`src/hdl/cccd_pkg.sv`:
```
// Shared types, constants and the CRC-32C byte step for the frame deframer.
// Depends on nothing; the design files refer to it by scoped names.
`default_nettype none
package cccd_pkg;

    localparam int HEADER_BYTES    = 32;
    localparam int CRC_COVER_BYTES = 28;
    localparam int TRAILER_BYTES   = 4;
    localparam int TOTAL_W         = 25;
    localparam int QUEUE_DEPTH     = 2;

    localparam logic [31:0] CRC32C_POLY = 32'h82F6_3B78;

    // Configuration register indexes
    localparam logic [1:0] CFG_MAGIC    = 2'd0;
    localparam logic [1:0] CFG_VERSION  = 2'd1;
    localparam logic [1:0] CFG_MAX_LEN  = 2'd2;
    localparam logic [1:0] CFG_MAX_TYPE = 2'd3;

    localparam logic [31:0] RST_MAGIC    = 32'd0;
    localparam logic [15:0] RST_VERSION  = 16'd1;
    localparam logic [24:0] RST_MAX_LEN  = 25'd16777216;
    localparam logic [15:0] RST_MAX_TYPE = 16'd16;

    typedef logic [2:0] t_status;
    localparam t_status ST_OK          = 3'd0;
    localparam t_status ST_TRUNCATED   = 3'd1;
    localparam t_status ST_BAD_MAGIC   = 3'd2;
    localparam t_status ST_HEADER_CRC  = 3'd3;
    localparam t_status ST_TOO_LONG    = 3'd4;
    localparam t_status ST_VERSION     = 3'd5;
    localparam t_status ST_TYPE_TRAIL  = 3'd6;
    localparam t_status ST_PAYLOAD_CRC = 3'd7;

    localparam logic KIND_PAYLOAD = 1'b0;
    localparam logic KIND_STATUS  = 1'b1;

    typedef struct packed {
        logic               result_kind;
        logic [7:0]         payload_byte;
        t_status            frame_status;
        logic [15:0]        message_type;
        logic [31:0]        frame_flags;
        logic [63:0]        sequence_number;
        logic [TOTAL_W-1:0] frame_total_bytes;
        logic               last_of_frame;
    } t_result;

    // Reflected CRC-32C update by one byte
    function automatic logic [31:0] crc32c_byte(input logic [31:0] crc, input logic [7:0] b);
        logic [31:0] c;
        c = crc ^ {24'd0, b};
        for (int k = 0; k < 8; k++) begin
            c = c[0] ? ((c >> 1) ^ CRC32C_POLY) : (c >> 1);
        end
        return c;
    endfunction

endpackage
`default_nettype wire

```
`src/hdl/cccd_if.sv`:
```
// Valid/ready channel interfaces for the deframer byte input and result output.
// Depends on cccd_pkg for the status type and field widths.
`default_nettype none
interface cccd_in_if;
    logic       valid;
    logic       ready;
    logic [7:0] data_byte;
    logic       buffer_end;
    modport source (output valid, output data_byte, output buffer_end, input ready);
    modport sink   (input valid, input data_byte, input buffer_end, output ready);
endinterface

interface cccd_out_if;
    logic                        valid;
    logic                        ready;
    logic                        result_kind;
    logic [7:0]                  payload_byte;
    cccd_pkg::t_status           frame_status;
    logic [15:0]                 message_type;
    logic [31:0]                 frame_flags;
    logic [63:0]                 sequence_number;
    logic [cccd_pkg::TOTAL_W-1:0] frame_total_bytes;
    logic                        last_of_frame;
    modport source (output valid, output result_kind, output payload_byte,
                    output frame_status, output message_type, output frame_flags,
                    output sequence_number, output frame_total_bytes,
                    output last_of_frame, input ready);
    modport sink   (input valid, input result_kind, input payload_byte,
                    input frame_status, input message_type, input frame_flags,
                    input sequence_number, input frame_total_bytes,
                    input last_of_frame, output ready);
endinterface
`default_nettype wire

```
`src/hdl/cccd_front.sv`:
```
// Front end: holds configuration, parses header/payload/trailer, classifies
// each byte and builds result entries. Depends on cccd_pkg.
`default_nettype none
module cccd_front #(
    parameter int PAYLOAD_LENGTH_BITS = 24
) (
    input  wire logic              i_clk,
    input  wire logic              i_rst_n,
    input  wire logic              i_cfg_we,
    input  wire logic [1:0]        i_cfg_idx,
    input  wire logic [31:0]       i_cfg_data,
    input  wire logic              i_valid,
    input  wire logic [7:0]        i_data_byte,
    input  wire logic              i_buffer_end,
    output logic                   o_ready,
    input  wire logic              i_space,
    output logic                   o_push,
    output cccd_pkg::t_result      o_result
);
    localparam int POS_W = PAYLOAD_LENGTH_BITS + 1;

    typedef enum logic [2:0] {
        PH_HEADER, PH_PAYLOAD, PH_TRAILER, PH_DONE, PH_EXTRA, PH_DISCARD
    } t_phase;

    logic [31:0] r_cfg_magic;
    logic [15:0] r_cfg_version;
    logic [24:0] r_cfg_max_len;
    logic [15:0] r_cfg_max_type;

    t_phase            r_phase, n_phase;
    logic [POS_W-1:0]  r_pos, n_pos;
    logic [POS_W-1:0]  r_pay_end, n_pay_end;
    logic [POS_W-1:0]  r_trl_end, n_trl_end;
    logic [31:0]       r_magic, n_magic;
    logic [15:0]       r_ver, n_ver;
    logic [15:0]       r_type, n_type;
    logic [31:0]       r_flags, n_flags;
    logic [63:0]       r_seq, n_seq;
    logic [31:0]       r_len, n_len;
    logic [31:0]       r_hcrc, n_hcrc;
    logic [31:0]       r_crc, n_crc;
    logic [31:0]       r_trailer, n_trailer;
    cccd_pkg::t_status r_defer, n_defer;

    logic              accept;
    logic              fwd;
    logic [4:0]        hp;
    logic [2:0]        seq_lane;
    logic [32:0]       len_cap;
    logic [32:0]       limit;
    cccd_pkg::t_status status;

    assign o_ready  = i_space;
    assign accept   = i_valid && i_space;
    assign hp       = r_pos[4:0];
    assign seq_lane = 3'(hp - 5'd12);
    assign len_cap  = 33'd1 << PAYLOAD_LENGTH_BITS;
    assign limit    = ({8'd0, r_cfg_max_len} > len_cap) ? len_cap : {8'd0, r_cfg_max_len};

    always_ff @(posedge i_clk) begin
        if (!i_rst_n) begin
            r_cfg_magic    <= cccd_pkg::RST_MAGIC;
            r_cfg_version  <= cccd_pkg::RST_VERSION;
            r_cfg_max_len  <= cccd_pkg::RST_MAX_LEN;
            r_cfg_max_type <= cccd_pkg::RST_MAX_TYPE;
        end else if (i_cfg_we) begin
            unique case (i_cfg_idx)
                cccd_pkg::CFG_MAGIC:    r_cfg_magic    <= i_cfg_data;
                cccd_pkg::CFG_VERSION:  r_cfg_version  <= i_cfg_data[15:0];
                cccd_pkg::CFG_MAX_LEN:  r_cfg_max_len  <= i_cfg_data[24:0];
                cccd_pkg::CFG_MAX_TYPE: r_cfg_max_type <= i_cfg_data[15:0];
                default: ;
            endcase
        end
    end

    always_comb begin
        n_phase   = r_phase;
        n_pos     = r_pos;
        n_pay_end = r_pay_end;
        n_trl_end = r_trl_end;
        n_magic   = r_magic;
        n_ver     = r_ver;
        n_type    = r_type;
        n_flags   = r_flags;
        n_seq     = r_seq;
        n_len     = r_len;
        n_hcrc    = r_hcrc;
        n_crc     = r_crc;
        n_trailer = r_trailer;
        n_defer   = r_defer;
        fwd       = 1'b0;
        unique case (r_phase)
            PH_HEADER: begin
                case (hp) inside
                    [5'd0:5'd3]:   n_magic[{hp[1:0], 3'b000} +: 8] = i_data_byte;
                    [5'd4:5'd5]:   n_ver[{hp[0], 3'b000} +: 8]     = i_data_byte;
                    [5'd6:5'd7]:   n_type[{hp[0], 3'b000} +: 8]    = i_data_byte;
                    [5'd8:5'd11]:  n_flags[{hp[1:0], 3'b000} +: 8] = i_data_byte;
                    [5'd12:5'd19]: n_seq[{seq_lane, 3'b000} +: 8]  = i_data_byte;
                    [5'd20:5'd23]: n_len[{hp[1:0], 3'b000} +: 8]   = i_data_byte;
                    [5'd28:5'd31]: n_hcrc[{hp[1:0], 3'b000} +: 8]  = i_data_byte;
                    default: ;
                endcase
                if (hp < 5'(cccd_pkg::CRC_COVER_BYTES)) begin
                    n_crc = cccd_pkg::crc32c_byte(r_crc, i_data_byte);
                end
                n_pos = r_pos + POS_W'(1);
                if (hp == 5'(cccd_pkg::HEADER_BYTES - 1)) begin
                    n_pay_end = POS_W'(cccd_pkg::HEADER_BYTES) + POS_W'(r_len);
                    n_trl_end = n_pay_end + POS_W'(cccd_pkg::TRAILER_BYTES);
                    if (r_magic != r_cfg_magic) begin
                        n_defer = cccd_pkg::ST_BAD_MAGIC;
                        n_phase = PH_DISCARD;
                    end else if (n_hcrc != ~r_crc) begin
                        n_defer = cccd_pkg::ST_HEADER_CRC;
                        n_phase = PH_DISCARD;
                    end else if ({1'b0, r_len} > limit) begin
                        n_defer = cccd_pkg::ST_TOO_LONG;
                        n_phase = PH_DISCARD;
                    end else begin
                        if (r_ver != r_cfg_version) begin
                            n_defer = cccd_pkg::ST_VERSION;
                        end else if (r_type > r_cfg_max_type) begin
                            n_defer = cccd_pkg::ST_TYPE_TRAIL;
                        end
                        n_phase = (r_len == 32'd0) ? PH_TRAILER : PH_PAYLOAD;
                    end
                    n_crc = '1;
                end
            end
            PH_PAYLOAD: begin
                n_crc = cccd_pkg::crc32c_byte(r_crc, i_data_byte);
                fwd   = (r_defer == cccd_pkg::ST_OK);
                n_pos = r_pos + POS_W'(1);
                if (n_pos == r_pay_end) begin
                    n_phase = PH_TRAILER;
                end
            end
            PH_TRAILER: begin
                // shift in little-endian; four bytes leave the word in place
                n_trailer = {i_data_byte, r_trailer[31:8]};
                n_pos     = r_pos + POS_W'(1);
                if (n_pos == r_trl_end) begin
                    n_phase = PH_DONE;
                end
            end
            PH_DONE:    n_phase = PH_EXTRA;
            PH_EXTRA:   ;
            PH_DISCARD: ;
            default:    n_phase = PH_HEADER;
        endcase
    end

    always_comb begin
        if (n_phase == PH_DISCARD) begin
            status = n_defer;
        end else if (n_phase == PH_HEADER || n_phase == PH_PAYLOAD ||
                     n_phase == PH_TRAILER) begin
            status = cccd_pkg::ST_TRUNCATED;
        end else if (n_defer != cccd_pkg::ST_OK) begin
            status = n_defer;
        end else if (n_trailer != ~n_crc) begin
            status = cccd_pkg::ST_PAYLOAD_CRC;
        end else if (n_phase == PH_EXTRA) begin
            status = cccd_pkg::ST_TYPE_TRAIL;
        end else begin
            status = cccd_pkg::ST_OK;
        end
    end

    always_comb begin
        o_result = '0;
        if (i_buffer_end) begin
            o_result.result_kind   = cccd_pkg::KIND_STATUS;
            o_result.frame_status  = status;
            o_result.last_of_frame = 1'b1;
            if (n_phase != PH_HEADER) begin
                o_result.message_type    = n_type;
                o_result.frame_flags     = n_flags;
                o_result.sequence_number = n_seq;
            end
            if (status == cccd_pkg::ST_OK) begin
                o_result.frame_total_bytes = cccd_pkg::TOTAL_W'(n_trl_end);
            end
        end else begin
            o_result.result_kind  = cccd_pkg::KIND_PAYLOAD;
            o_result.payload_byte = i_data_byte;
        end
    end

    assign o_push = accept && (i_buffer_end || fwd);

    always_ff @(posedge i_clk) begin
        if (!i_rst_n || (accept && i_buffer_end)) begin
            r_phase   <= PH_HEADER;
            r_pos     <= '0;
            r_crc     <= '1;
            r_defer   <= cccd_pkg::ST_OK;
            r_pay_end <= '0;
            r_trl_end <= '0;
            r_len     <= '0;
        end else if (accept) begin
            r_phase   <= n_phase;
            r_pos     <= n_pos;
            r_crc     <= n_crc;
            r_defer   <= n_defer;
            r_pay_end <= n_pay_end;
            r_trl_end <= n_trl_end;
            r_len     <= n_len;
        end
    end

    always_ff @(posedge i_clk) begin
        if (accept) begin
            r_magic   <= n_magic;
            r_ver     <= n_ver;
            r_type    <= n_type;
            r_flags   <= n_flags;
            r_seq     <= n_seq;
            r_hcrc    <= n_hcrc;
            r_trailer <= n_trailer;
        end
    end

`ifndef NO_ASSERTIONS
    a_status_clears: assert property (@(posedge i_clk) disable iff (!i_rst_n)
        (o_push && o_result.result_kind == cccd_pkg::KIND_STATUS)
        |=> (r_phase == PH_HEADER && r_pos == '0))
        else $error("frame state not cleared after status");
    a_fwd_only_clean_payload: assert property (@(posedge i_clk) disable iff (!i_rst_n)
        (o_push && o_result.result_kind == cccd_pkg::KIND_PAYLOAD)
        |-> (r_phase == PH_PAYLOAD && r_defer == cccd_pkg::ST_OK))
        else $error("payload byte forwarded outside a clean payload");
    a_header_pos: assert property (@(posedge i_clk) disable iff (!i_rst_n)
        (r_phase == PH_HEADER) |-> (r_pos < POS_W'(cccd_pkg::HEADER_BYTES)))
        else $error("header position out of range");
`endif
endmodule
`default_nettype wire

```
`src/hdl/cccd_queue.sv`:
```
// Back end: short result queue that decouples the parser from the output
// channel and presents the head entry. Depends on cccd_pkg.
`default_nettype none
module cccd_queue #(
    parameter int DEPTH = 2
) (
    input  wire logic               i_clk,
    input  wire logic               i_rst_n,
    input  wire logic               i_push,
    input  wire cccd_pkg::t_result  i_entry,
    output logic                    o_space,
    output logic                    o_valid,
    output cccd_pkg::t_result       o_entry,
    input  wire logic               i_ready
);
    localparam int PTR_W = (DEPTH > 1) ? $clog2(DEPTH) : 1;
    localparam int CNT_W = $clog2(DEPTH + 1);

    cccd_pkg::t_result r_mem [DEPTH];
    logic [PTR_W-1:0]  r_wr, r_rd;
    logic [CNT_W-1:0]  r_count;
    logic              pop;

    assign o_space = (r_count < CNT_W'(DEPTH));
    assign o_valid = (r_count != '0);
    assign o_entry = r_mem[r_rd];
    assign pop     = o_valid && i_ready;

    always_ff @(posedge i_clk) begin
        if (!i_rst_n) begin
            r_wr    <= '0;
            r_rd    <= '0;
            r_count <= '0;
        end else begin
            if (i_push) begin
                r_wr <= (r_wr == PTR_W'(DEPTH - 1)) ? '0 : r_wr + PTR_W'(1);
            end
            if (pop) begin
                r_rd <= (r_rd == PTR_W'(DEPTH - 1)) ? '0 : r_rd + PTR_W'(1);
            end
            if (i_push && !pop) begin
                r_count <= r_count + CNT_W'(1);
            end else if (pop && !i_push) begin
                r_count <= r_count - CNT_W'(1);
            end
        end
    end

    always_ff @(posedge i_clk) begin
        if (i_push) begin
            r_mem[r_wr] <= i_entry;
        end
    end

`ifndef NO_ASSERTIONS
    a_no_overflow: assert property (@(posedge i_clk) disable iff (!i_rst_n)
        r_count <= CNT_W'(DEPTH))
        else $error("result queue overflow");
    a_push_needs_space: assert property (@(posedge i_clk) disable iff (!i_rst_n)
        i_push |-> o_space)
        else $error("push into full result queue");
    a_drain: assert property (@(posedge i_clk) disable iff (!i_rst_n)
        (pop && !i_push) |=> (r_count == $past(r_count) - CNT_W'(1)))
        else $error("queue count did not drop on pop");
`endif
endmodule
`default_nettype wire

```
`src/hdl/crc_checked_frame_deframer.sv`:
```
// Top level of the CRC-32C checked frame deframer: front parser plus result queue.
// Depends on cccd_pkg, cccd_if, cccd_front and cccd_queue.
//
//   channel  | dir | handshake       | payload
//   ---------+-----+-----------------+-----------------------------------------
//   i_in     | in  | valid/ready     | data_byte, buffer_end
//   o_out    | out | valid/ready     | result_kind, payload_byte, frame_status,
//            |     |                 | message_type, frame_flags,
//            |     |                 | sequence_number, frame_total_bytes,
//            |     |                 | last_of_frame
//   cfg      | in  | i_cfg_we only   | i_cfg_idx, i_cfg_data
//
// One byte per cycle while the queue has room: each byte is parsed and its
// CRC-32C step done in the cycle it is taken; results reach o_out via the queue.
// Synchronous active-low reset clears frame state and restores config defaults.
// Input ready depends only on room in the result queue, so a stall on o_out
// back-pressures i_in once the queue fills; otherwise bytes flow at full rate.
`default_nettype none
module crc_checked_frame_deframer #(
    parameter int PAYLOAD_LENGTH_BITS = 24
) (
    input  wire logic        i_clk,
    input  wire logic        i_rst_n,
    input  wire logic        i_cfg_we,
    input  wire logic [1:0]  i_cfg_idx,
    input  wire logic [31:0] i_cfg_data,
    cccd_in_if.sink          i_in,
    cccd_out_if.source       o_out
);
    logic              space;
    logic              push;
    cccd_pkg::t_result entry;
    cccd_pkg::t_result head;

    // Parse and classify each transaction
    cccd_front #(
        .PAYLOAD_LENGTH_BITS (PAYLOAD_LENGTH_BITS)
    ) u_front (
        .i_clk        (i_clk),
        .i_rst_n      (i_rst_n),
        .i_cfg_we     (i_cfg_we),
        .i_cfg_idx    (i_cfg_idx),
        .i_cfg_data   (i_cfg_data),
        .i_valid      (i_in.valid),
        .i_data_byte  (i_in.data_byte),
        .i_buffer_end (i_in.buffer_end),
        .o_ready      (i_in.ready),
        .i_space      (space),
        .o_push       (push),
        .o_result     (entry)
    );

    // Hold results until the sink takes them
    cccd_queue #(
        .DEPTH (cccd_pkg::QUEUE_DEPTH)
    ) u_queue (
        .i_clk   (i_clk),
        .i_rst_n (i_rst_n),
        .i_push  (push),
        .i_entry (entry),
        .o_space (space),
        .o_valid (o_out.valid),
        .o_entry (head),
        .i_ready (o_out.ready)
    );

    assign o_out.result_kind       = head.result_kind;
    assign o_out.payload_byte      = head.payload_byte;
    assign o_out.frame_status      = head.frame_status;
    assign o_out.message_type      = head.message_type;
    assign o_out.frame_flags       = head.frame_flags;
    assign o_out.sequence_number   = head.sequence_number;
    assign o_out.frame_total_bytes = head.frame_total_bytes;
    assign o_out.last_of_frame     = head.last_of_frame;
endmodule
`default_nettype wire

```
`src/flat_wrapper.sv`:
```
// flat-port wrapper written by rule: the top's interface ports become plain ports
module crc_checked_frame_deframer_flat 
#(
    parameter int PAYLOAD_LENGTH_BITS = 24
)
  (i_clk, i_rst_n, i_cfg_we, i_cfg_idx, i_cfg_data, i_in_valid, i_in_data_byte, i_in_buffer_end, i_in_ready, o_out_valid, o_out_result_kind, o_out_payload_byte, o_out_frame_status, o_out_message_type, o_out_frame_flags, o_out_sequence_number, o_out_frame_total_bytes, o_out_last_of_frame, o_out_ready);
  cccd_in_if i_in_i ();
  cccd_out_if o_out_i ();
  input  wire logic i_clk;
  input  wire logic i_rst_n;
  input  wire logic i_cfg_we;
  input  wire logic [1:0] i_cfg_idx;
  input  wire logic [31:0] i_cfg_data;
  input wire logic [$bits(i_in_i.valid)-1:0] i_in_valid;
  input wire logic [$bits(i_in_i.data_byte)-1:0] i_in_data_byte;
  input wire logic [$bits(i_in_i.buffer_end)-1:0] i_in_buffer_end;
  output wire logic [$bits(i_in_i.ready)-1:0] i_in_ready;
  output wire logic [$bits(o_out_i.valid)-1:0] o_out_valid;
  output wire logic [$bits(o_out_i.result_kind)-1:0] o_out_result_kind;
  output wire logic [$bits(o_out_i.payload_byte)-1:0] o_out_payload_byte;
  output wire logic [$bits(o_out_i.frame_status)-1:0] o_out_frame_status;
  output wire logic [$bits(o_out_i.message_type)-1:0] o_out_message_type;
  output wire logic [$bits(o_out_i.frame_flags)-1:0] o_out_frame_flags;
  output wire logic [$bits(o_out_i.sequence_number)-1:0] o_out_sequence_number;
  output wire logic [$bits(o_out_i.frame_total_bytes)-1:0] o_out_frame_total_bytes;
  output wire logic [$bits(o_out_i.last_of_frame)-1:0] o_out_last_of_frame;
  input wire logic [$bits(o_out_i.ready)-1:0] o_out_ready;
  assign i_in_i.valid = i_in_valid;
  assign i_in_i.data_byte = i_in_data_byte;
  assign i_in_i.buffer_end = i_in_buffer_end;
  assign i_in_ready = i_in_i.ready;
  assign o_out_valid = o_out_i.valid;
  assign o_out_result_kind = o_out_i.result_kind;
  assign o_out_payload_byte = o_out_i.payload_byte;
  assign o_out_frame_status = o_out_i.frame_status;
  assign o_out_message_type = o_out_i.message_type;
  assign o_out_frame_flags = o_out_i.frame_flags;
  assign o_out_sequence_number = o_out_i.sequence_number;
  assign o_out_frame_total_bytes = o_out_i.frame_total_bytes;
  assign o_out_last_of_frame = o_out_i.last_of_frame;
  assign o_out_i.ready = o_out_ready;
  crc_checked_frame_deframer #(.PAYLOAD_LENGTH_BITS(PAYLOAD_LENGTH_BITS)) u_core (.i_clk(i_clk), .i_rst_n(i_rst_n), .i_cfg_we(i_cfg_we), .i_cfg_idx(i_cfg_idx), .i_cfg_data(i_cfg_data), .i_in(i_in_i), .o_out(o_out_i));
endmodule
```
`config.mk`:
```
export PLATFORM = sky130hd
export DESIGN_NAME = crc_checked_frame_deframer_flat
export DESIGN_NICKNAME = d
export VERILOG_FILES = /design/src/hdl/cccd_pkg.sv /design/src/hdl/cccd_if.sv /design/src/hdl/cccd_front.sv /design/src/hdl/cccd_queue.sv /design/src/hdl/crc_checked_frame_deframer.sv /design/src/flat_wrapper.sv
export SDC_FILE = /design/constraint.sdc
export NUM_CORES = 1
export LEC_CHECK = 0
export BUFFER_PORTS_ARGS = -buffer_cell sky130_fd_sc_hd__buf_2
export CORE_ASPECT_RATIO = 0.6
export CORE_MARGIN = 2
export CORE_UTILIZATION = 56
export CTS_CLUSTER_SIZE = 25
export DETAILED_ROUTE_END_ITERATION = 12
export PLACE_DENSITY = 0.74
export SYNTH_ARGS = -nofsm -noshare
export SYNTH_HDL_FRONTEND = slang
export SYNTH_HIERARCHICAL = 1
export SYNTH_SLANG_ARGS = --single-unit
export TNS_END_PERCENT = 30
```
`constraint.sdc`:
```
create_clock -name i_clk -period 16.46 [get_ports i_clk]
set_input_delay 2.469 -clock i_clk [delete_from_list [all_inputs] [get_ports i_clk]]
set_output_delay 2.469 -clock i_clk [all_outputs]
set_load 0.05 [all_outputs]
```
# ---- Yosys cells after proc, flatten, opt, wreduce, memory -nomap -nowiden
# Memory sizes are Yosys's and may differ from the RTL's. A register that Yosys moved wholly into a read port is not among the register bits.
# Cells that the tools add are included.
dict set report totals {
  reg_bits 462
  mem_count 1
  mem_bits_rw 300
  inputBits 48
}
# memory depth width rd rd_clocked_by_memory_dff wr line_no
set memory_table {}
lappend memory_table {u_core.u_queue.r_mem 2 150 1 1 1 cccd_queue.sv:19} ;# cccd_pkg::t_result r_mem [DEPTH];
dict set report op_classes {
  n_eq_ne 19
  n_addsub 11
  n_reduce_logical 42
  muxes 79
  magnitude_cmp 19
  bitwise_logic 16
  shifts 6
}
# op count
set ops {}
lappend ops {{$mux 32} 24}
lappend ops {{$mux 64} 6}
lappend ops {{$mux 141} 1}
lappend ops {{$not 16->17} 8}
lappend ops {{$bwmux 32} 4}
lappend ops {{$mux 112} 1}
lappend ops {{$mux 25} 4}
lappend ops {{$ne 32x32->1} 3}
lappend ops {{$bwmux 64} 1}
lappend ops {{$mux 16} 4}
lappend ops {{$not 32->32} 2}
lappend ops {{$pmux 32 s2} 1}
lappend ops {{$shift 8x8->64 const A} 1}
lappend ops {{$shiftx 8x8->64} 1}
lappend ops {{$mux 3} 18}
lappend ops {{$eq 25x25->1} 2}
lappend ops {{$bwmux 16} 2}
lappend ops {{$gt 32x25->1} 1}
lappend ops {{$logic_not 32->1} 1}
lappend ops {{$shift 8x7->32 const A} 1}
lappend ops {{$shiftx 8x7->32} 1}
lappend ops {{$xor 32x8->32} 1}
lappend ops {{$add 25x1->25 const B} 1}
lappend ops {{$add 25x3->25 const B} 1}
lappend ops {{other kinds (47)} 102}

# ---- Logic depth before layout (Yosys ltp)
# Gate-level depths: netlist of the first run.
dict set report depth {
  depth_word 29
  ltp_mapped 20
}

# ---- Modules after synthesis
# Netlist of the first run, hierarchy kept.
# mod cells_each instances area_each_um2 seq_area_each_um2
set by_module_without_submodules {}
lappend by_module_without_submodules {cccd_front 3082 1 27187.3 11410.9}
lappend by_module_without_submodules {cccd_queue 489 1 11454.7 9108.7}

# ---- Worst setup path before layout of the first run
# OpenSTA, ideal clock, no wires.
dict set report synth_path {
  path_type {input to register}
  start {input i_in_valid}
  end {memory u_core/u_queue/r_mem[0][0] in the netlist's numbering (enable)}
  slack_ns 1.651
  cell_stages 6
  path_buffers 2
  t_required_ns 15.781
  setup_ns 0.679
  arrival_time_ns 14.129
  path_cell_list {nand2_1 inv_1 clkbuf_1 buf_1 o21a_1 nor2b_1}
}
dict set report synth_between {
  elab_chain_cells 4
}
# item line_no
set synth_lines {}
lappend synth_lines {{from (decl)} flat_wrapper.sv:14} ;# input wire logic [$bits(i_in_i.valid)-1:0] i_in_valid;
lappend synth_lines {{$logic_and 1x1->1} cccd_front.sv:55} ;# assign accept = i_valid && i_space;
lappend synth_lines {{net u_core.u_front.accept} cccd_front.sv:46} ;# logic accept;
lappend synth_lines {{$logic_and 1x1->1} cccd_front.sv:193} ;# assign o_push = accept && (i_buffer_end || fwd);
lappend synth_lines {{net u_core.push} crc_checked_frame_deframer.sv:31} ;# logic push;
lappend synth_lines {{$mux 1} cccd_queue.sv:50} ;# if (i_push) begin
lappend synth_lines {{$mux 1 (implied by the code)} cccd_queue.sv:51} ;# r_mem[r_wr] <= i_entry;
lappend synth_lines {{to (decl)} cccd_queue.sv:19}
# The timed path passes the listed nets, and every way through them passes these cells.

==> results.cfg, run 1 <==
[pwr]
p_leak_nw = 15.4
ir_drop_mv = 0.135
power.density_nw_per_um2 = 173
finalPower_mw = 7.37

[sta]
whs_ns = 0.469
worst_pin_slew_ns = 1.30
finalSetupViolCount = 0
slew_viol_final = 0
max_freq_mhz = 135
skew_ns = 0.0198
fin_crit_ns = 7.39
rsz0062_at_grt = no
finalCritPeriodShare_pct = 44.9
hold_viol = 0
max_slew_margin_pct = 12.6
finalSetupTns_ns = 0

[clock_tree]
clkTransAtPathRegs_ns = 0.06
cts_root_buf = clkbuf_16
clock-sinks = 763
postCtsResizedCells = 0
cts_setup_buffers = 0
cts_tree = built
cts_hold_buf = 0
cts_made_buffers = 71
clk_path_buf_depth = 3
htreeDepth = 3
worstSkewPairLatency_ns = 0.63

[die]
dieWidth_um = 343
fp.coreArea_um2 = 68100
dieHeight_um = 207
start_util_pct = 56.7
io_pins = 200
dieArea_um2 = 71200
rows = 74

[drt]
wl_um = 118000
viasPerCell = 6.37
drcViolationCount = 0
antenna_left = 0
route.detailed.wl_per_inst_um = 25.5
first_pass_iters = 8
num_vias = 29489
drtIter0Drc = 4571

[layout]
final_cell_mix = nand2_1, edfxtp_1, nor2_1
fill_cells = 5437
final_common_cell = nand2_1
drive_gt1_share_pct = 16.2
area_growth_pct = 10.5
finalCoreUtilization_pct = 62.7
fin_nets = 3756

[worst_hold_path]
hp-class = reg2reg

[place]
dp_hpwl_um = 83600
place_congestion = 1.02
port_buffers = 199

[critical_path]
critPathKind = reg2reg
critPathArrivalTime_ns = 7.71
cp.required_ns = 16.78
worst_setup_path_end_kind = flip-flop
worstPathMaxFanout = 80
start_kind = flip-flop

[grt]
grt_first_pass_wirelength_um = 174000
antenna_found_initial = 8
track_usage_pct = 32.6
grt_pass1_vias = 26609
grt_max_degree = 125
grt-ovfl-total = 0

[yosys]
netlist_top_cells_area = edfxtp_1, dfxtp_1, nand2_1
synth_seq_cells = 763
yosys.area.top_type = edfxtp_1
synthFlopType = edfxtp_1
yosysTopAreaCellShare_pct = 40.7
synthArstFlopShare_pct = 0
yosysWarnings = 6
synth_seq_area_share_pct = 53.1
syn_inst = 3571
syn-cell-area_um2 = 38600
ys_types = 96
syn_nets = 3671
synth_edf_count = 524
syn_area_per_cell_um2 = 10.8

[run]
max_cap_viol_count = 0

[outcome]
status = complete, no violations
worst paths after layout:
path                                                  from                                       end  slack [ns]  cells past startpoint
setup reg to reg      u_core/u_front/r_pos[0]$_SDFFE_PP0P_     u_core/u_queue/r_mem[1][92]$_DFFE_PP_        9.07                     17
hold reg to reg   u_core/u_front/r_pay_end[2]$_SDFFE_PP0P_  u_core/u_front/r_pay_end[2]$_SDFFE_PP0P_        0.47                      2
setup / recovery      u_core/u_front/r_pos[0]$_SDFFE_PP0P_     u_core/u_queue/r_mem[1][92]$_DFFE_PP_        9.07                     17
hold / removal    u_core/u_front/r_pay_end[2]$_SDFFE_PP0P_  u_core/u_front/r_pay_end[2]$_SDFFE_PP0P_        0.47                      2
metrics by stage:
stage	setup WS, ns	area, um2	std cells
after floorplan	1.65	38600	3571
after global placement	8.85	40200	4495
after detailed placement	8.72	40200	4495
after CTS	9.35	42700	4626
after global routing	8.87	42700	4629
final	9.07	42700	4630
power by group:
group	switching, mW	internal [mW]
clock network	0.751	1.05
registers	0.203	2.43
logic	1.93	0.995
routing by layer:
| layer | share of wire [%] | vias up | GRT usage [%] |
|---|---|---|---|
| li1 | - | 13036 | - |
| met1 | 43 | 14274 | 50.9 |
| met2 | 38 | 1987 | 41.2 |
| met3 | 17 | 188 | 13.6 |
| met4 | 2.0 | 4 | 6.87 |
| met5 | 0.019 | - | 0 |
layout make-up:
class / count / area (um2) / area share (%)
tap: 912 / 1140 / 2.67
timing repair buffer: 246 / 1360 / 3.19
clock buffer: 91 / 1950 / 4.56
antenna: 4 / 10.0 / 0.0234
sequential: 763 / 20500 / 48.1
multi-input combinational: 2489 / 16800 / 39.4
inverter: 85 / 324 / 0.759
clock inverter: 40 / 574 / 1.34
worst max-delay path: stages (launching register included):
cell and delay [ns]:
dfxtp_1 0.61, buf_4 0.52, ha_1 0.50, and3_1 0.22, ha_1 0.42, and3b_1 0.23, buf_4 0.27, or3_1 0.44
and3b_1 0.18, nor4_1 0.78, nand4b_1 0.18, nor4_1 0.22, buf_4 0.24, a31o_2 0.20, nand2_1 0.11, o21ai_4 0.79
buf_4 0.78, nor2b_1 0.19
synth_stat cells, types with 15 or more instances:
library cell and n:
nor2b_1 128, ha_1 52, nor2_1 243, inv_1 78, a21oi_1 126, mux2_2 77, mux2i_1 27, buf_2 30
xor2_1 66, o21ai_0 164, mux2_4 100, and3_1 18, o22ai_1 26, clkbuf_1 177, xnor2_1 174, nand4_1 82
a211oi_1 42, nand2_1 529, and2_1 27, nor3_1 36, and3b_1 28, nor4_1 68, a21boi_0 115, edfxtp_1 524
or3_1 29, o211ai_1 15, o31ai_1 22, dfxtp_1 239, nand3_1 53
cells by family (layout without fill, tap and decap cells):
family                   Yosys count  in the layout  synth area share (%)
buffers and inverters            319            462                  3.58
XOR/XNOR                         267            267                  6.96
flip-flops                       763            763                  53.1
other                              0              4                     0
AND/OR/NAND/NOR                 1333           1333                  17.0
adder cells (fa/ha/maj)           52             52                  1.68
AO/OA/AOI/OAI                    633            633                  10.9
multiplexers                     204            204                  6.83
registers in the layout, indices dropped and copies added (netlist names), 25 cells and up, named ones only:
register / cells
u_core/u_front/r_flags: 32
u_core/u_front/r_cfg_magic: 32
u_core/u_front/r_hcrc: 32
u_core/u_front/r_crc: 32
u_core/u_front/r_len: 32
u_core/u_front/r_trailer: 32
u_core/u_front/r_pay_end: 25
u_core/u_front/r_pos: 25
u_core/u_front/r_cfg_max_len: 25
u_core/u_front/r_magic: 32
u_core/u_front/r_trl_end: 25
u_core/u_front/r_seq: 64
u_core/u_queue/r_mem: 300
Note: power is estimated with default switching activity, not from simulation.
==> inputs of run 2 (changes only) <==
--- a/config.mk
+++ b/config.mk
@@ -11,7 +11,7 @@
 export CORE_UTILIZATION = 56
 export CTS_CLUSTER_SIZE = 25
 export DETAILED_ROUTE_END_ITERATION = 12
-export PLACE_DENSITY = 0.74
+export PLACE_DENSITY = 0.77
 export SYNTH_ARGS = -nofsm -noshare
 export SYNTH_HDL_FRONTEND = slang
 export SYNTH_HIERARCHICAL = 1
==> constraint.sdc (replaced) <==
create_clock -name i_clk -period 6.2 [get_ports i_clk]
set_input_delay 0.93 -clock i_clk [delete_from_list [all_inputs] [get_ports i_clk]]
set_output_delay 0.93 -clock i_clk [all_outputs]
set_load 0.05 [all_outputs]
==> run 2 against run 1 <==
Compared with the run above:
- clock-buffer cell count decreased by 4
- clock power grew to 2.7 times the previous value
- wire length shrank 1.3%
- die area did not move
- sequential share of layout area down 0.26 points
- critical path type unchanged
- critical endpoint is now u_core/u_queue/r_mem[0][6]$_DFFE_PP_
- largest cell class unchanged
==> results.cfg, run 2 (synthesis results as in run 1) <==
[outcome]
status = complete, no violations

[place]
dp_hpwl_um = 82200
port_buffers = 199
place_congestion = 0.986
place_inst = 4518
placed_area_um2 = 40400
pre_cts_ws_ns = 0.630

[layout]
largest_register_ffs = 300
regMostFlops = u_core/u_queue/r_mem
fill_cells = 5391
fin_nets = 3779
final_area_um2 = 42900
final_common_cell = nand2_1
top_regs = u_core/u_queue/r_mem: 300 flops, u_core/u_front/r_seq: 64 flops
finalCoreUtilization_pct = 63.0
area_growth_pct = 11.1
drive_gt1_share_pct = 16.7
final_cell_mix = nand2_1, edfxtp_1, nor2_1
final_cells = 4654

[drt]
drtIter0Drc = 4456
wl_um = 117000
antenna_left = 0
viasPerCell = 6.30
route.detailed.wl_per_inst_um = 25.1
drcViolationCount = 0
num_vias = 29321
first_pass_iters = 6

[clock_tree]
cts_setup_buffers = 0
clock-sinks = 763
postCtsResizedCells = 0
cts_made_buffers = 71
cts_tree = built
worstSkewPairLatency_ns = 0.65
clkTransAtPathRegs_ns = 0.06
cts_root_buf = clkbuf_16
cts_hold_buf = 0
clk_path_buf_depth = 3
htreeDepth = 3

[critical_path]
crit_family = simple AND/OR/NAND/NOR gates
start_kind = flip-flop
critPathKind = reg2reg
crit_chain = ha_1 > buf_4 > and3_1 > ha_1 > nand3b_1 > buf_4 > nand4_1 > and3b_1 > nor4_1 > nand4_1 > nor4_1 > buf_4 > a31oi_1 > or4_1 > buf_4 > a211oi_1
critPathArrivalTime_ns = 6.21
cp.required_ns = 6.62
worstPathMaxFanout = 27
path_depth = 16
timing.critical_path.slowest_cell_delay_ns = 0.64
reg2reg_depth = 16
critical_path_buf_inv_count = 4
worst_setup_path_end_kind = flip-flop
crit_slowest_cell = dfxtp_1
crit_top_cell = buf_4

[sta]
skew_ns = 0.0257
max_freq_mhz = 173
finalCritPeriodShare_pct = 93.4
worst_pin_slew_ns = 1.32
max_slew_margin_pct = 11.4
fin_crit_ns = 5.79
slew_viol_final = 0
hold_viol = 0
whs_ns = 0.467
setup_slack_ns = 0.407
finalSetupViolCount = 0
rsz0062_at_grt = no
finalSetupTns_ns = 0

[grt]
grt_max_degree = 114
track_usage_pct = 32.1
grt_pass1_vias = 26734
grt-ovfl-total = 0
grt_first_pass_wirelength_um = 172000
met3_usage_pct = 9.98
grt_busiest_layer = met1
antenna_found_initial = 6
globalRouteMet1Util_pct = 51.0
use_met2_pct = 41.8

[die]
io_pins = 200
dieWidth_um = 343
start_util_pct = 56.7
fp.coreArea_um2 = 68100
dieHeight_um = 207
dieArea_um2 = 71200
rows = 74

[pwr]
ir_drop_mv = 0.369
p_leak_nw = 15.5
power.density_nw_per_um2 = 455
finalPower_mw = 19.5

[worst_hold_path]
hp-class = reg2reg
worstHoldPathCells = 2

[run]
max_cap_viol_count = 0
run 2: cell count changes in the layout (fill, tap and decap cells not counted), sizes merged:
| cell | change |
|---|---|
| buf | +23 |
| bufinv | +1 |
| clkbuf | -4 |
| clkinv | +3 |
| clkinvlp | -2 |
| inv | +3 |
run 2: layer usage:
layer,part of all wire [%],up-vias
met4,2.1,0
met1,44,14185
met2,39,1896
met3,14,158
met5,0,-
li1,-,13082
run 2: final cells by class:
cell class                      count  area [um2]  area share, %
Clock inverter                     45         623           1.45
Clock buffer                       87        1890           4.40
Sequential cell                   763       20500           47.8
Multi-Input combinational cell   2489       16800           39.2
Tap cell                          912        1140           2.66
Antenna cell                        4        10.0         0.0233
Inverter                           85         324          0.755
Timing Repair Buffer              269        1600           3.72
run 2: worst register-to-register path, delay by kind of cell, from the launching register on:
kind	cells	cell delay, ns
AO/OA/AOI/OAI	2	0.54
adder cells (fa/ha/maj)	2	0.61
buffers and inverters	4	0.97
flip-flops	1	0.64
AND/OR/NAND/NOR	8	2.82
run 2: final timing paths:
| path | to | slack (ns) | from |
|---|---|---|---|
| worst max-delay path | u_core/u_queue/r_mem[0][6]$_DFFE_PP_ | 0.41 | u_core/u_front/r_pos[1]$_SDFFE_PP0P_ |
| worst min-delay path | u_core/u_front/r_pay_end[4]$_SDFFE_PP0P_ | 0.47 | u_core/u_front/r_pay_end[4]$_SDFFE_PP0P_ |
| worst max register to register | u_core/u_queue/r_mem[0][6]$_DFFE_PP_ | 0.41 | u_core/u_front/r_pos[1]$_SDFFE_PP0P_ |
| worst min register to register | u_core/u_front/r_pay_end[4]$_SDFFE_PP0P_ | 0.47 | u_core/u_front/r_pay_end[4]$_SDFFE_PP0P_ |
run 2: power by group:
group | total (mW) | switching (mW) | internal (mW)
clock network | 4.79 | 2.01 | 2.78
registers | 6.98 | 0.524 | 6.46
logic | 7.76 | 5.07 | 2.69
